**src/hw/rtl/rwcl_pkg.sv**
```systemverilog
// Shared types and constants for the RIFF/WAVE chunk locator.
package rwcl_pkg;

  // Default width of the byte position counter.
  localparam int unsigned DEF_OFFSET_BITS = 32;

  // Little-endian four-character tags as they appear in an assembled word.
  localparam logic [31:0] TAG_RIFF = 32'h4646_4952;
  localparam logic [31:0] TAG_WAVE = 32'h4556_4157;
  localparam logic [31:0] TAG_FMT  = 32'h2074_6D66;
  localparam logic [31:0] TAG_DATA = 32'h6174_6164;

  // Smallest accepted format chunk body.
  localparam logic [31:0] FMT_MIN_LEN = 32'd14;

  // Byte offset of the first chunk after the RIFF/WAVE header.
  localparam logic [32:0] FIRST_CHUNK = 33'd12;

  // Result status codes.
  typedef enum logic [2:0] {
    ST_OK         = 3'd0,
    ST_NOT_RIFF   = 3'd1,
    ST_NOT_WAVE   = 3'd2,
    ST_FMT_SHORT  = 3'd3,
    ST_INCOMPLETE = 3'd4
  } rwcl_status_t;

  // Parser phases, one-hot.
  typedef enum logic [4:0] {
    PH_HEADER = 5'b00001,
    PH_TAG    = 5'b00010,
    PH_LEN    = 5'b00100,
    PH_BODY   = 5'b01000,
    PH_DONE   = 5'b10000
  } rwcl_phase_t;

  // One input byte as held in the input register.
  typedef struct packed {
    logic [7:0] data_byte;
    logic       last_byte;
  } rwcl_item_t;

  // One status result.
  typedef struct packed {
    rwcl_status_t status;
    logic [31:0]  format_offset;
    logic [31:0]  samples_offset;
    logic [31:0]  samples_length;
  } rwcl_result_t;

endpackage

```
**src/hw/rtl/rwcl_in_if.sv**
```systemverilog
// Byte stream channel into the chunk locator.
interface rwcl_in_if;
  logic       valid;
  logic       ready;
  logic [7:0] data_byte;
  logic       last_byte;

  modport source (output valid, output data_byte, output last_byte, input ready);
  modport sink   (input valid, input data_byte, input last_byte, output ready);
endinterface

```
**src/hw/rtl/rwcl_out_if.sv**
```systemverilog
// Status result channel out of the chunk locator.
interface rwcl_out_if;
  logic        valid;
  logic        ready;
  logic [2:0]  status;
  logic [31:0] format_offset;
  logic [31:0] samples_offset;
  logic [31:0] samples_length;

  modport source (output valid, output status, output format_offset,
                  output samples_offset, output samples_length, input ready);
  modport sink   (input valid, input status, input format_offset,
                  input samples_offset, input samples_length, output ready);
endinterface

```
**src/hw/rtl/rwcl_in_stage.sv**
```systemverilog
// Input register that holds one byte until the parser consumes it.
module rwcl_in_stage (
  input  logic                clk,
  input  logic                rst_n,
  input  logic                in_valid,
  output logic                in_ready,
  input  rwcl_pkg::rwcl_item_t in_item,
  output logic                item_valid,
  output rwcl_pkg::rwcl_item_t item,
  input  logic                item_go
);
  import rwcl_pkg::*;

  logic       valid_r;
  logic       valid_nxt;
  rwcl_item_t item_r;

  // The register frees up in the same cycle that the parser consumes it.
  assign in_ready   = !valid_r || item_go;
  assign item_valid = valid_r;
  assign item       = item_r;

  always_comb begin
    valid_nxt = valid_r;
    if (in_valid && in_ready) begin
      valid_nxt = 1'b1;
    end else if (item_go) begin
      valid_nxt = 1'b0;
    end
  end

  always_ff @(posedge clk) begin
    if (!rst_n) begin
      valid_r <= 1'b0;
    end else begin
      valid_r <= valid_nxt;
    end
  end

  // Payload needs no reset.
  always_ff @(posedge clk) begin
    if (in_valid && in_ready) begin
      item_r <= in_item;
    end
  end
endmodule

```
**src/hw/rtl/rwcl_parser.sv**
```systemverilog
// Per-byte header and chunk walk with the parse state registers.
module rwcl_parser #(
  parameter int unsigned OFFSET_BITS = rwcl_pkg::DEF_OFFSET_BITS
) (
  input  logic                  clk,
  input  logic                  rst_n,
  input  logic                  item_valid,
  input  rwcl_pkg::rwcl_item_t  item,
  input  logic                  out_free,
  output logic                  item_go,
  output logic                  res_valid,
  output rwcl_pkg::rwcl_result_t res
);
  import rwcl_pkg::*;

  // State registers.
  logic [OFFSET_BITS-1:0] pos_r, pos_nxt;
  logic [32:0]            riff_end_r, riff_end_nxt;
  rwcl_phase_t            phase_r, phase_nxt;
  logic [31:0]            word_r, word_nxt;
  logic [31:0]            tag_r, tag_nxt;
  logic [32:0]            skip_r, skip_nxt;
  logic                   fmt_seen_r, fmt_seen_nxt;
  logic [OFFSET_BITS-1:0] fmt_start_r, fmt_start_nxt;
  logic [OFFSET_BITS-1:0] data_start_r, data_start_nxt;
  logic [31:0]            data_size_r, data_size_nxt;
  logic                   fin_r, fin_nxt;

  // Step values.
  logic [OFFSET_BITS:0]   after_w;
  logic [OFFSET_BITS-1:0] after_sat;
  logic [31:0]            shifted;
  logic                   em;
  rwcl_status_t           em_status;
  logic                   do_next;
  logic [32:0]            start_w;
  logic [32:0]            body_left;
  logic [32:0]            padded;
  logic                   is_ok;

  // Position of the following byte, raw and saturated.
  assign after_w   = {1'b0, pos_r} + (OFFSET_BITS+1)'(1);
  assign after_sat = (&pos_r) ? pos_r : after_w[OFFSET_BITS-1:0];
  assign shifted   = {item.data_byte, word_r[31:8]};
  assign body_left = skip_r - 33'(skip_r != 33'd0);
  assign padded    = ({1'b0, shifted} + 33'd1) & ~33'd1;

  always_comb begin
    riff_end_nxt   = riff_end_r;
    phase_nxt      = phase_r;
    word_nxt       = word_r;
    tag_nxt        = tag_r;
    skip_nxt       = skip_r;
    fmt_seen_nxt   = fmt_seen_r;
    fmt_start_nxt  = fmt_start_r;
    data_start_nxt = data_start_r;
    data_size_nxt  = data_size_r;
    fin_nxt        = fin_r;
    pos_nxt        = after_sat;
    em             = 1'b0;
    em_status      = ST_OK;
    do_next        = 1'b0;
    start_w        = 33'd0;

    // Walk the header and chunks while no result has gone out for this file.
    if (!fin_r) begin
      word_nxt = shifted;
      case (phase_r)
        PH_HEADER: begin
          if (pos_r == OFFSET_BITS'(3) && shifted != TAG_RIFF) begin
            em        = 1'b1;
            em_status = ST_NOT_RIFF;
          end else if (pos_r == OFFSET_BITS'(7)) begin
            riff_end_nxt = 33'd8 + {1'b0, shifted};
          end else if (pos_r == OFFSET_BITS'(11)) begin
            if (shifted != TAG_WAVE) begin
              em        = 1'b1;
              em_status = ST_NOT_WAVE;
            end else begin
              do_next = 1'b1;
              start_w = FIRST_CHUNK;
            end
          end
        end
        PH_TAG: begin
          skip_nxt = {30'd0, skip_r[2:0] - 3'd1};
          if (skip_r[2:0] == 3'd1) begin
            tag_nxt   = shifted;
            phase_nxt = PH_LEN;
            skip_nxt  = 33'd4;
          end
        end
        PH_LEN: begin
          skip_nxt = {30'd0, skip_r[2:0] - 3'd1};
          if (skip_r[2:0] == 3'd1) begin
            // Chunk header complete: record fmt or data, then skip the body.
            if (tag_r == TAG_FMT && !fmt_seen_r) begin
              if (shifted < FMT_MIN_LEN) begin
                em        = 1'b1;
                em_status = ST_FMT_SHORT;
              end else begin
                fmt_seen_nxt  = 1'b1;
                fmt_start_nxt = after_sat;
                if (data_size_r != 32'd0) begin
                  em        = 1'b1;
                  em_status = ST_OK;
                end
              end
            end else if (tag_r == TAG_DATA && data_size_r == 32'd0) begin
              data_start_nxt = after_sat;
              data_size_nxt  = shifted;
              if (fmt_seen_r) begin
                em        = 1'b1;
                em_status = ST_OK;
              end
            end
            if (!em) begin
              skip_nxt = padded;
              if (padded == 33'd0) begin
                do_next = 1'b1;
                start_w = 33'(after_sat);
              end else begin
                phase_nxt = PH_BODY;
              end
            end
          end
        end
        PH_BODY: begin
          skip_nxt = body_left;
          if (body_left == 33'd0) begin
            do_next = 1'b1;
            start_w = 33'(after_w);
          end
        end
        default: begin
        end
      endcase

      // Start the next chunk header, or close the walk at the region end.
      if (do_next) begin
        if (start_w >= riff_end_r) begin
          em        = 1'b1;
          em_status = ST_INCOMPLETE;
        end else begin
          phase_nxt = PH_TAG;
          skip_nxt  = 33'd4;
        end
      end
    end

    // End of stream before any result.
    if (item.last_byte && !fin_r && !em) begin
      em        = 1'b1;
      em_status = ST_INCOMPLETE;
    end
    if (em) begin
      fin_nxt   = 1'b1;
      phase_nxt = PH_DONE;
    end
  end

  // Result fields come from the values after this byte's updates.
  assign is_ok               = (em_status == ST_OK);
  assign res.status          = em_status;
  assign res.format_offset   = is_ok ? 32'(fmt_start_nxt) : 32'd0;
  assign res.samples_offset  = is_ok ? 32'(data_start_nxt) : 32'd0;
  assign res.samples_length  = is_ok ? data_size_nxt : 32'd0;

  // A byte with a result waits for a free output register.
  assign item_go   = item_valid && (!em || out_free);
  assign res_valid = item_go && em;

  // State update; the last byte of a file returns everything to reset.
  always_ff @(posedge clk) begin
    if (!rst_n || (item_go && item.last_byte)) begin
      pos_r        <= '0;
      riff_end_r   <= '0;
      phase_r      <= PH_HEADER;
      word_r       <= '0;
      tag_r        <= '0;
      skip_r       <= '0;
      fmt_seen_r   <= 1'b0;
      fmt_start_r  <= '0;
      data_start_r <= '0;
      data_size_r  <= '0;
      fin_r        <= 1'b0;
    end else if (item_go) begin
      pos_r        <= pos_nxt;
      riff_end_r   <= riff_end_nxt;
      phase_r      <= phase_nxt;
      word_r       <= word_nxt;
      tag_r        <= tag_nxt;
      skip_r       <= skip_nxt;
      fmt_seen_r   <= fmt_seen_nxt;
      fmt_start_r  <= fmt_start_nxt;
      data_start_r <= data_start_nxt;
      data_size_r  <= data_size_nxt;
      fin_r        <= fin_nxt;
    end
  end
endmodule

```
**src/hw/rtl/rwcl_out_stage.sv**
```systemverilog
// Result register that holds a status until the receiver takes it.
module rwcl_out_stage (
  input  logic                   clk,
  input  logic                   rst_n,
  input  logic                   res_valid,
  input  rwcl_pkg::rwcl_result_t res,
  output logic                   out_free,
  output logic                   out_valid,
  input  logic                   out_ready,
  output rwcl_pkg::rwcl_result_t out_res
);
  import rwcl_pkg::*;

  logic         valid_r;
  logic         valid_nxt;
  rwcl_result_t res_r;

  assign out_free  = !valid_r || out_ready;
  assign out_valid = valid_r;
  assign out_res   = res_r;

  always_comb begin
    valid_nxt = valid_r;
    if (res_valid) begin
      valid_nxt = 1'b1;
    end else if (out_ready) begin
      valid_nxt = 1'b0;
    end
  end

  always_ff @(posedge clk) begin
    if (!rst_n) begin
      valid_r <= 1'b0;
    end else begin
      valid_r <= valid_nxt;
    end
  end

  // Payload needs no reset.
  always_ff @(posedge clk) begin
    if (res_valid) begin
      res_r <= res;
    end
  end
endmodule

```
**src/hw/rtl/riff_wave_chunk_locator_unit.sv**
```systemverilog
// Top level of the RIFF/WAVE chunk locator.
//
// The in_chan channel carries a wave file one byte per transfer, with
// last_byte set on the final byte; the next byte begins a new file.
// The out_chan channel carries exactly one status result per file: ok with
// the format body offset, data body offset and data length, or an error
// code (not RIFF, not WAVE, format too short, incomplete) with zero fields.
// A byte is taken in by an input register and then processed by the
// parser, whose result lands in the output register.
// Throughput is one byte per clock unless a byte with a result waits for
// the output register; the parser state registers feed back on themselves.
// When the receiver stalls, bytes that cause no result keep flowing; a
// byte that would cause a second result waits in the input register, and
// in_chan.ready falls once that register is held.
// Reset (rst_n low at a clock edge) empties both registers and returns the
// parser to the start of a file. Bytes after a file's result are ignored
// until its last byte.
module riff_wave_chunk_locator_unit #(
  parameter int unsigned OFFSET_BITS = rwcl_pkg::DEF_OFFSET_BITS
) (
  input logic          clk,
  input logic          rst_n,
  rwcl_in_if.sink      in_chan,
  rwcl_out_if.source   out_chan
);
  import rwcl_pkg::*;

  rwcl_item_t   in_item;
  rwcl_item_t   item;
  logic         item_valid;
  logic         item_go;
  logic         out_free;
  logic         res_valid;
  rwcl_result_t res;
  rwcl_result_t out_res;

  assign in_item.data_byte = in_chan.data_byte;
  assign in_item.last_byte = in_chan.last_byte;

  // Input register.
  rwcl_in_stage u_in (
    .clk        (clk),
    .rst_n      (rst_n),
    .in_valid   (in_chan.valid),
    .in_ready   (in_chan.ready),
    .in_item    (in_item),
    .item_valid (item_valid),
    .item       (item),
    .item_go    (item_go)
  );

  // Header and chunk walk.
  rwcl_parser #(
    .OFFSET_BITS (OFFSET_BITS)
  ) u_parser (
    .clk        (clk),
    .rst_n      (rst_n),
    .item_valid (item_valid),
    .item       (item),
    .out_free   (out_free),
    .item_go    (item_go),
    .res_valid  (res_valid),
    .res        (res)
  );

  // Result register.
  rwcl_out_stage u_out (
    .clk       (clk),
    .rst_n     (rst_n),
    .res_valid (res_valid),
    .res       (res),
    .out_free  (out_free),
    .out_valid (out_chan.valid),
    .out_ready (out_chan.ready),
    .out_res   (out_res)
  );

  assign out_chan.status         = out_res.status;
  assign out_chan.format_offset  = out_res.format_offset;
  assign out_chan.samples_offset = out_res.samples_offset;
  assign out_chan.samples_length = out_res.samples_length;
endmodule

```
**src/flat_wrapper.sv**
```systemverilog
// flat-port wrapper written by rule: the top's interface ports become plain ports
module riff_wave_chunk_locator_unit_flat import rwcl_pkg::*;
#(
  parameter int unsigned OFFSET_BITS = rwcl_pkg::DEF_OFFSET_BITS
)
  (clk, rst_n, in_chan_valid, in_chan_data_byte, in_chan_last_byte, in_chan_ready, out_chan_valid, out_chan_status, out_chan_format_offset, out_chan_samples_offset, out_chan_samples_length, out_chan_ready);
  rwcl_in_if in_chan_i ();
  rwcl_out_if out_chan_i ();
  input logic clk;
  input logic rst_n;
  input wire logic [$bits(in_chan_i.valid)-1:0] in_chan_valid;
  input wire logic [$bits(in_chan_i.data_byte)-1:0] in_chan_data_byte;
  input wire logic [$bits(in_chan_i.last_byte)-1:0] in_chan_last_byte;
  output wire logic [$bits(in_chan_i.ready)-1:0] in_chan_ready;
  output wire logic [$bits(out_chan_i.valid)-1:0] out_chan_valid;
  output wire logic [$bits(out_chan_i.status)-1:0] out_chan_status;
  output wire logic [$bits(out_chan_i.format_offset)-1:0] out_chan_format_offset;
  output wire logic [$bits(out_chan_i.samples_offset)-1:0] out_chan_samples_offset;
  output wire logic [$bits(out_chan_i.samples_length)-1:0] out_chan_samples_length;
  input wire logic [$bits(out_chan_i.ready)-1:0] out_chan_ready;
  assign in_chan_i.valid = in_chan_valid;
  assign in_chan_i.data_byte = in_chan_data_byte;
  assign in_chan_i.last_byte = in_chan_last_byte;
  assign in_chan_ready = in_chan_i.ready;
  assign out_chan_valid = out_chan_i.valid;
  assign out_chan_status = out_chan_i.status;
  assign out_chan_format_offset = out_chan_i.format_offset;
  assign out_chan_samples_offset = out_chan_i.samples_offset;
  assign out_chan_samples_length = out_chan_i.samples_length;
  assign out_chan_i.ready = out_chan_ready;
  riff_wave_chunk_locator_unit #(.OFFSET_BITS(OFFSET_BITS)) u_core (.clk(clk), .rst_n(rst_n), .in_chan(in_chan_i), .out_chan(out_chan_i));
endmodule
```
**config.mk**
```make
export PLATFORM = sky130hd
export DESIGN_NAME = riff_wave_chunk_locator_unit_flat
export DESIGN_NICKNAME = d
export VERILOG_FILES = /design/src/hw/rtl/rwcl_pkg.sv /design/src/hw/rtl/rwcl_in_if.sv /design/src/hw/rtl/rwcl_out_if.sv /design/src/hw/rtl/rwcl_in_stage.sv /design/src/hw/rtl/rwcl_parser.sv /design/src/hw/rtl/rwcl_out_stage.sv /design/src/hw/rtl/riff_wave_chunk_locator_unit.sv /design/src/flat_wrapper.sv
export SDC_FILE = /design/constraint.sdc
export NUM_CORES = 1
export LEC_CHECK = 0
export ABC_AREA = 0
export BUFFER_PORTS_ARGS = -buffer_cell sky130_fd_sc_hd__buf_2
export CORE_ASPECT_RATIO = 0.7
export CORE_MARGIN = 2
export CORE_UTILIZATION = 55
export DETAILED_ROUTE_END_ITERATION = 6
export PLACE_DENSITY = 0.78
export SLEW_MARGIN = 0
export SYNTH_ARGS = -nofsm -noshare
export SYNTH_HDL_FRONTEND = slang
export SYNTH_HIERARCHICAL = 1
export SYNTH_SLANG_ARGS = --single-unit
```
**constraint.sdc**
```tcl
create_clock -name clk -period 12.78 [get_ports clk]
set_clock_uncertainty 0.1 [all_clocks]
set_input_delay 3.834 -clock clk [delete_from_list [all_inputs] [get_ports clk]]
set_output_delay 3.834 -clock clk [all_outputs]
set_load 0.01 [all_outputs]
```
==> results.tsv, run 1 <==
metric	value	unit
status	complete, no violations	
maxCapViolCount	0	
drt-initial-drc-count	2540	
hold_violations	0	
ys_seq_elements	367	
ys_dominant_reg_cell	dfxtp_1	
async_flop_share	0	%
fin_util	60.9	%
dieArea	0.0364	mm²
hp-class	flip-flop to flip-flop	
power.leakage	6.94	nW
core	0.0345	mm²
synth.avg_cell_area	8.45	µm²
clockBufferDepth	3	
cp.required	8850	ps
rsz0062_at_grt	false	
fin_crit_sh	96.7	%
finalSetupViolCount	0	
io_pins	114	
synth-edff-count	108	
dp_cells	2692	
htreeDepth	2	
clock-sinks	367	
layout.nets	2313	
diodes	0	
fin_hold_ws	375	ps
grt_pass1_vias	15700	
synthTopCellsByCount	nor2_1, dfxtp_1, nand2_1	
yosysWarnings	6	
die_h	160	µm
post_cts_resized	0	
netlist_area	0.0192	mm²
synthToLayoutAreaGrowth	9.54	%
relSlewSlack	13.8	%
crit_fanout	35	
place_congestion	0.971	
drive_gt1_share	11.3	%
pre_cts_slack	804	ps
place_area	0.0199	mm²
path_class	flip-flop to output port	
critPathCaptureType	output port	
p_per_area	118	mW/mm²
rows	57	
synth.most_common_cell	nor2_1	
final_cell_count_no_fill	2760	
max_freq	0.0809	GHz
routedWlPerCell	21.5	µm
period_minus_slack	12360	ps
vias	17600	
max-vdd-ir-drop	0.104	mV
drc_errors	0	
syn-num-nets	2326	
antenna_found_initial	0	
synth_seq_area_share	43.9	%
synthTopCellsByArea	dfxtp_1, edfxtp_1, nor2_1, a21oi_1, nand3_1	
viasPerCell	6.36	
setup_ws	422	ps
ant_nets	0	
power.total	2.48	mW
arrival	8420	ps
tns	0	ps
clk-insertion-delay-late	540	ps
path_clk_slew	60	ps
worst_pin_slew	1280	ps
die_width	227	µm
cts_tree	yes	
hold_buffers	0	
syn_inst	2272	
hpwl	41800	µm
synth_largest_area_cell	dfxtp_1	
gr-total-overflow	0	
drt_wl_total	59200	µm
grt_use_total	31.9	%
synth_cell_types	79	
grt_max_degree	165	
cts_root_buf	clkbuf_16	
grt_pass1_wl	90900	µm
start_util	55.6	%
drv_slew	0	
postCtsSetupBuffers	0	
yosys.area.top_type_share	27.0	%
port_buffers	113	
final_area	0.0210	mm²
dr.pass1.iters	5	
cts_buffers	37	
start_kind	flip-flop	
cell families (layout without fill, tap and decap cells):
group / Yosys count / in the layout / share of synthesized area [%]
buf+inv: 253 / 269 / 5.25
compound gates: 548 / 548 / 18.3
xor+xnor: 104 / 104 / 4.74
mux: 35 / 35 / 1.82
fa+ha+maj: 41 / 41 / 2.67
flops: 367 / 367 / 43.9
simple gates: 924 / 924 / 23.3
cell usage in the layout (no fill, tap or decap), types with 7 or more instances in the layout:
cell	n
inv_1	57
mux2i_1	35
o21a_1	7
nand4_1	46
nor2_1	296
buf_4	29
nand2b_1	12
and3_1	10
xor2_1	35
ha_1	41
or3_1	9
xnor2_1	69
clkbuf_16	37
a211oi_1	101
o21ai_0	137
edfxtp_1	108
or2_2	8
a21o_1	16
nor4b_1	9
nand3_1	164
a21oi_1	167
a211oi_2	15
a31oi_1	31
nand2_1	171
nor3_1	68
nor4_1	56
o221ai_1	11
o211ai_1	8
and2_1	13
buf_2	113
or4_1	14
dfxtp_1	259
clkbuf_1	8
o31ai_1	9
per-layer routing:
metal,vias to the layer above,part of all wire [%],track usage (%)
met4,0,1.7,6.45
met1,8294,47,50.8
li1,8194,-,-
met5,-,0,0
met2,977,39,42.7
met3,93,12,8.42
where the power goes:
part | internal [mW] | switching [mW] | total (mW)
clock | 0.586 | 0.473 | 1.06
combinational | 0.0507 | 0.127 | 0.178
sequential | 1.22 | 0.0261 | 1.25
worst paths after layout:
path	cells past startpoint	startpoint	endpoint	slack (ps)
max	23	u_core/u_parser/word_r[12]$_SDFFE_PP0P_	in_chan_ready	420
max reg2reg	24	u_core/u_parser/word_r[12]$_SDFFE_PP0P_	u_core/u_parser/fmt_start_r[29]$_SDFFE_PP0P_	3730
min	2	u_core/u_parser/fmt_start_r[17]$_SDFFE_PP0P_	u_core/u_parser/fmt_start_r[17]$_SDFFE_PP0P_	380
min reg2reg	2	u_core/u_parser/fmt_start_r[17]$_SDFFE_PP0P_	u_core/u_parser/fmt_start_r[17]$_SDFFE_PP0P_	380
registers in the layout, summed over array words and instances, names as in the netlist, 32 cells and up:
register                      count
u_core/u_parser/tag_r            32
u_core/u_out/out_res             99
u_core/u_parser/riff_end_r       33
u_core/u_parser/skip_r           33
u_core/u_parser/fmt_start_r      32
u_core/u_parser/pos_r            32
u_core/u_parser/data_start_r     32
u_core/u_parser/data_size_r      32
worst max-delay path, stage by stage, from the launching register on:
cell      delay, ps
dfxtp_1         690
ha_1            340
nand3_1         400
nor4_1         1200
nand3_1         170
o31a_1          180
or4_1           510
nor3_1          190
nand4b_1        130
buf_4           220
nand2b_1        530
a21oi_1         300
ha_1            270
a21o_1          180
a21o_1          160
a21oi_1         150
o21ai_0         110
o311ai_0        330
nand2_1         300
o21ai_1         480
o21ai_4         300
inv_2           340
nand2b_4        210
buf_2           140
area by class of cell:
class                           count  area [µm²]
Inverter                           58         218
Sequential cell                   367        8430
Timing Repair Buffer              143         803
Clock inverter                     19         155
Tap cell                          472         591
Clock buffer                       49        1010
Multi-Input combinational cell   1652        9820
Fill cell                        3016       13500
No activity file was read; power rests on OpenSTA's default activity.
==> run 2: changes to the inputs <==
- CTS_BUF_LIST: not set -> sky130_fd_sc_hd__clkbuf_16
==> results.tsv, run 2 (synthesis gave the netlist of run 1 again) <==
metric	value	unit
status	complete, no violations	
path_clk_slew	60	ps
pre_cts_slack	804	ps
period_minus_slack	12320	ps
diodes	0	
worst_pin_slew	1260	ps
rsz0062_at_grt	false	
io_pins	114	
finalSetupViolCount	0	
htreeDepth	2	
clk-insertion-delay-late	550	ps
viasPerCell	6.35	
relSlewSlack	14.9	%
die_h	160	µm
crit_path_max_incr_delay	1180	ps
start_util	55.6	%
final_cell_count_no_fill	2760	
cts_tree	yes	
regArea	0.00843	mm²
dr.pass1.iters	6	
post_cts_resized	0	
seqPwrFrac	50.8	%
dp_cells	2692	
p_per_area	117	mW/mm²
power.leakage	6.95	nW
drv_slew	0	
drt-initial-drc-count	2609	
routedWlPerCell	21.4	µm
crit_fanout	35	
clock-sinks	367	
path_class	flip-flop to output port	
setup_ws	456	ps
multi_input_area	0.00982	mm²
hp-class	flip-flop to flip-flop	
final_common_cell	nor2_1	
drt_wl_total	59000	µm
dieArea	0.0364	mm²
start_kind	flip-flop	
postCtsSetupBuffers	0	
core	0.0345	mm²
fin_crit_sh	96.4	%
synthToLayoutAreaGrowth	9.33	%
antenna_found_initial	0	
drc_errors	0	
power_frac_clock	41.9	%
path_cells	ha_1, nand3_1, nor4_1, nand3_1, o31a_1, or4_1, nor3_1, nand4b_1, buf_4, nand2b_1, a21oi_1, ha_1, a21o_1, a21o_1, a21oi_1, o21ai_0, o311ai_0, nand2_1, o21ai_1, o21ai_4, inv_2, nand2b_4, buf_2	
fin_util	60.8	%
grt_pass1_vias	15700	
largest_reg_flops	99	
combPwrFrac	7.2	%
place_congestion	0.971	
max-vdd-ir-drop	0.0951	mV
cp_slowest_cell	nor4_1	
cts_root_buf	clkbuf_16	
grt_use_total	31.9	%
die_width	227	µm
gr-total-overflow	0	
grt_pass1_wl	90800	µm
switching_share	25.5	%
port_buffers	113	
rows	57	
tns	0	ps
drive_gt1_share	11.1	%
p_int	1.83	mW
grt_max_degree	165	
hold_buffers	0	
critPathCaptureType	output port	
hold_violations	0	
layout.nets	2313	
final_cell_mix	nor2_1, dfxtp_1, nand2_1	
cp_num_buf_inv	3	
num-fill-cells	3020	
clockBufferDepth	3	
ant_nets	0	
max_freq	0.0811	GHz
hpwl	41800	µm
vias	17500	
cp.required	8850	ps
maxCapViolCount	0	
cp_top_family	simple AND/OR/NAND/NOR gates	
switchingPower	0.625	mW
cts_buffers	37	
arrival	8390	ps
## run 2: area by class of cell
cell class	count	share of cell area [%]
tap	472	2.81
clock buffer	37	4.41
clock inverter	31	0.954
inverter	58	1.04
timing repair buffer	143	3.83
multi-input combinational	1652	46.8
sequential	367	40.2
## run 2: power groups by stage
stage                     logic [mW]  clock network [mW]  registers, mW
after floorplan                0.117                   0           1.27
after global placement         0.172                   0           1.27
after detailed placement       0.173                   0           1.27
after CTS                      0.174                1.04           1.25
after global routing           0.191                1.08           1.25
final                          0.178                1.03           1.25
## run 2: path summary, 6_finish.rpt
path | start | endpoint | cells past startpoint | slack (ps)
setup reg to reg | u_core/u_parser/word_r[12]$_SDFFE_PP0P_ | u_core/u_parser/fmt_start_r[29]$_SDFFE_PP0P_ | 24 | 3780
hold reg to reg | u_core/u_parser/fmt_start_r[17]$_SDFFE_PP0P_ | u_core/u_parser/fmt_start_r[17]$_SDFFE_PP0P_ | 2 | 380
hold / removal | u_core/u_parser/fmt_start_r[17]$_SDFFE_PP0P_ | u_core/u_parser/fmt_start_r[17]$_SDFFE_PP0P_ | 2 | 380
setup / recovery | u_core/u_parser/word_r[12]$_SDFFE_PP0P_ | in_chan_ready | 23 | 460
## run 2: metal layers
| metal | routed length (µm) | GRT usage, % |
|---|---|---|
| met5 | 0 | 0 |
| met4 | 1080 | 6.42 |
| met3 | 6970 | 7.89 |
| met2 | 23200 | 42.6 |
| met1 | 27800 | 51.1 |
## run 2: metrics by stage
stage / power (mW) / cell area [µm²] / hold WS [ps]
floorplan: 1.39 / 19200 / 342
global placement: 1.44 / 19900 / 354
detailed placement: 1.44 / 19900 / 363
CTS: 2.46 / 21000 / 374
global route: 2.52 / 21000 / 397
finish: 2.45 / 21000 / 376
## run 2: worst reg2reg max path: cells and delay by family, from the launching register on
family	cells	cell delay, ps
flops	1	690
simple gates	8	3420
fa+ha+maj	2	620
buf+inv	3	1280
compound gates	11	2780
==> run 3: changes to the inputs <==
- clock period: 12.78 -> 15.55 ns (I/O delays scaled with it)
==> results.tsv, run 3 (synthesis gave the netlist of run 1 again) <==
metric	value	unit
drc_errors	0	
fin_hold_ws	374	ps
antenna_found_initial	0	
hpwl	41800	µm
drt-initial-drc-count	2621	
hold_violations	0	
postCtsSetupBuffers	0	
critPathCaptureType	output port	
worst_pin_slew	1350	ps
routedWlPerCell	21.6	µm
place_congestion	1.00	
largest_reg_flops	99	
hp-class	flip-flop to flip-flop	
dr.pass1.iters	6	
grt_pass1_vias	15800	
tns	0	ps
cts_root_buf	clkbuf_16	
clk-insertion-delay-late	540	ps
status	complete, no violations	
grt_use_total	32.2	%
clockBufferDepth	3	
diodes	0	
rsz0062_at_grt	false	
path_cells	ha_1, nand4_1, or4_1, or4_1, or3_1, xnor2_1, nand4_1, nand4b_1, inv_1, nor2_1, a21oi_1, ha_1, a21o_1, a21o_1, a21oi_1, o21ai_0, o311ai_0, nand2_1, o21ai_0, o21ai_4, inv_2, nand2b_4, buf_2	
cp_num_buf_inv	3	
grt_pass1_wl	91500	µm
ant_nets	0	
start_util	55.6	%
max-vdd-ir-drop	0.0923	mV
final_common_cell	nor2_1	
die_h	160	µm
crit_fanout	35	
dieArea	0.0364	mm²
cts_tree	yes	
port_buffers	113	
maxCapViolCount	0	
htreeDepth	2	
max_freq	0.0748	GHz
gr-total-overflow	0	
power.leakage	6.97	nW
finalSetupViolCount	0	
core	0.0345	mm²
path_class	flip-flop to output port	
fin_crit_sh	86.0	%
final_cell_mix	nor2_1, dfxtp_1, nand2_1	
synthToLayoutAreaGrowth	9.82	%
num-fill-cells	3006	
clock-sinks	367	
cp_slowest_cell	nor2_1	
p_per_area	99.4	mW/mm²
cp.required	10790	ps
hold_buffers	0	
viasPerCell	6.42	
crit_path_max_incr_delay	900	ps
rows	57	
start_kind	flip-flop	
relSlewSlack	9.41	%
vias	17700	
drt_wl_total	59600	µm
cts_buffers	37	
layout.nets	2312	
arrival	8610	ps
cp_top_family	simple AND/OR/NAND/NOR gates	
path_clk_slew	70	ps
post_cts_resized	0	
io_pins	114	
grt_max_degree	96	
drv_slew	0	
period_minus_slack	13380	ps
drive_gt1_share	11.1	%
die_width	227	µm
run 3: worst min-delay path: cells and delay by family, from the launching register on:
| kind | cells | cell delay [ps] |
|---|---|---|
| AOI/OAI and AO/OA | 1 | 60 |
| and+or+nand+nor | 1 | 50 |
| DFF | 1 | 310 |
run 3: worst paths after layout:
kind	from	end	slack, ps	cells after the start
max	u_core/u_parser/word_r[9]$_SDFFE_PP0P_	in_chan_ready	2170	23
min	u_core/u_parser/data_start_r[5]$_SDFFE_PP0P_	u_core/u_parser/data_start_r[5]$_SDFFE_PP0P_	370	2
max reg2reg	u_core/u_parser/word_r[9]$_SDFFE_PP0P_	u_core/u_parser/fmt_start_r[13]$_SDFFE_PP0P_	6210	24
min reg2reg	u_core/u_parser/data_start_r[5]$_SDFFE_PP0P_	u_core/u_parser/data_start_r[5]$_SDFFE_PP0P_	370	2
run 3: cell type report:
class / instances / area (µm²) / area share, %
Clock buffer: 40 / 1000 / 4.75
Clock inverter: 28 / 240 / 1.14
Inverter: 58 / 218 / 1.03
Multi-Input combinational cell: 1652 / 9820 / 46.6
Sequential cell: 367 / 8430 / 40.0
Tap cell: 472 / 591 / 2.80
Timing Repair Buffer: 142 / 783 / 3.72
run 3: routing by layer:
layer / share of wire [%] / track usage (%) / up-vias
li1: - / - / 8188
met1: 47 / 51.4 / 8382
met2: 40 / 43.3 / 1024
met4: 2.2 / 8.08 / 0
met3: 11 / 6.97 / 111
met5: 0 / 0 / -
run 3: power by group:
part	switching, mW	internal (mW)
combinational	0.107	0.0416
sequential	0.0203	1.00
clock	0.391	0.533
total	0.518	1.58
run 3: stage by stage:
step           std cells  utilization, %  setup slack (ps)  total power, mW  area [µm²]
2_1_floorplan       2272               -              4300             1.14       19200
3_3_place_gp        2691            57.5              3200             1.19       19800
4_1_cts             2759            61.1              2330             2.10       21100
3_5_place_dp        2691            57.5              2910             1.19       19800
6_report            2759            61.1              2170             2.10       21100
5_1_grt             2759            61.1              1540             2.15       21100
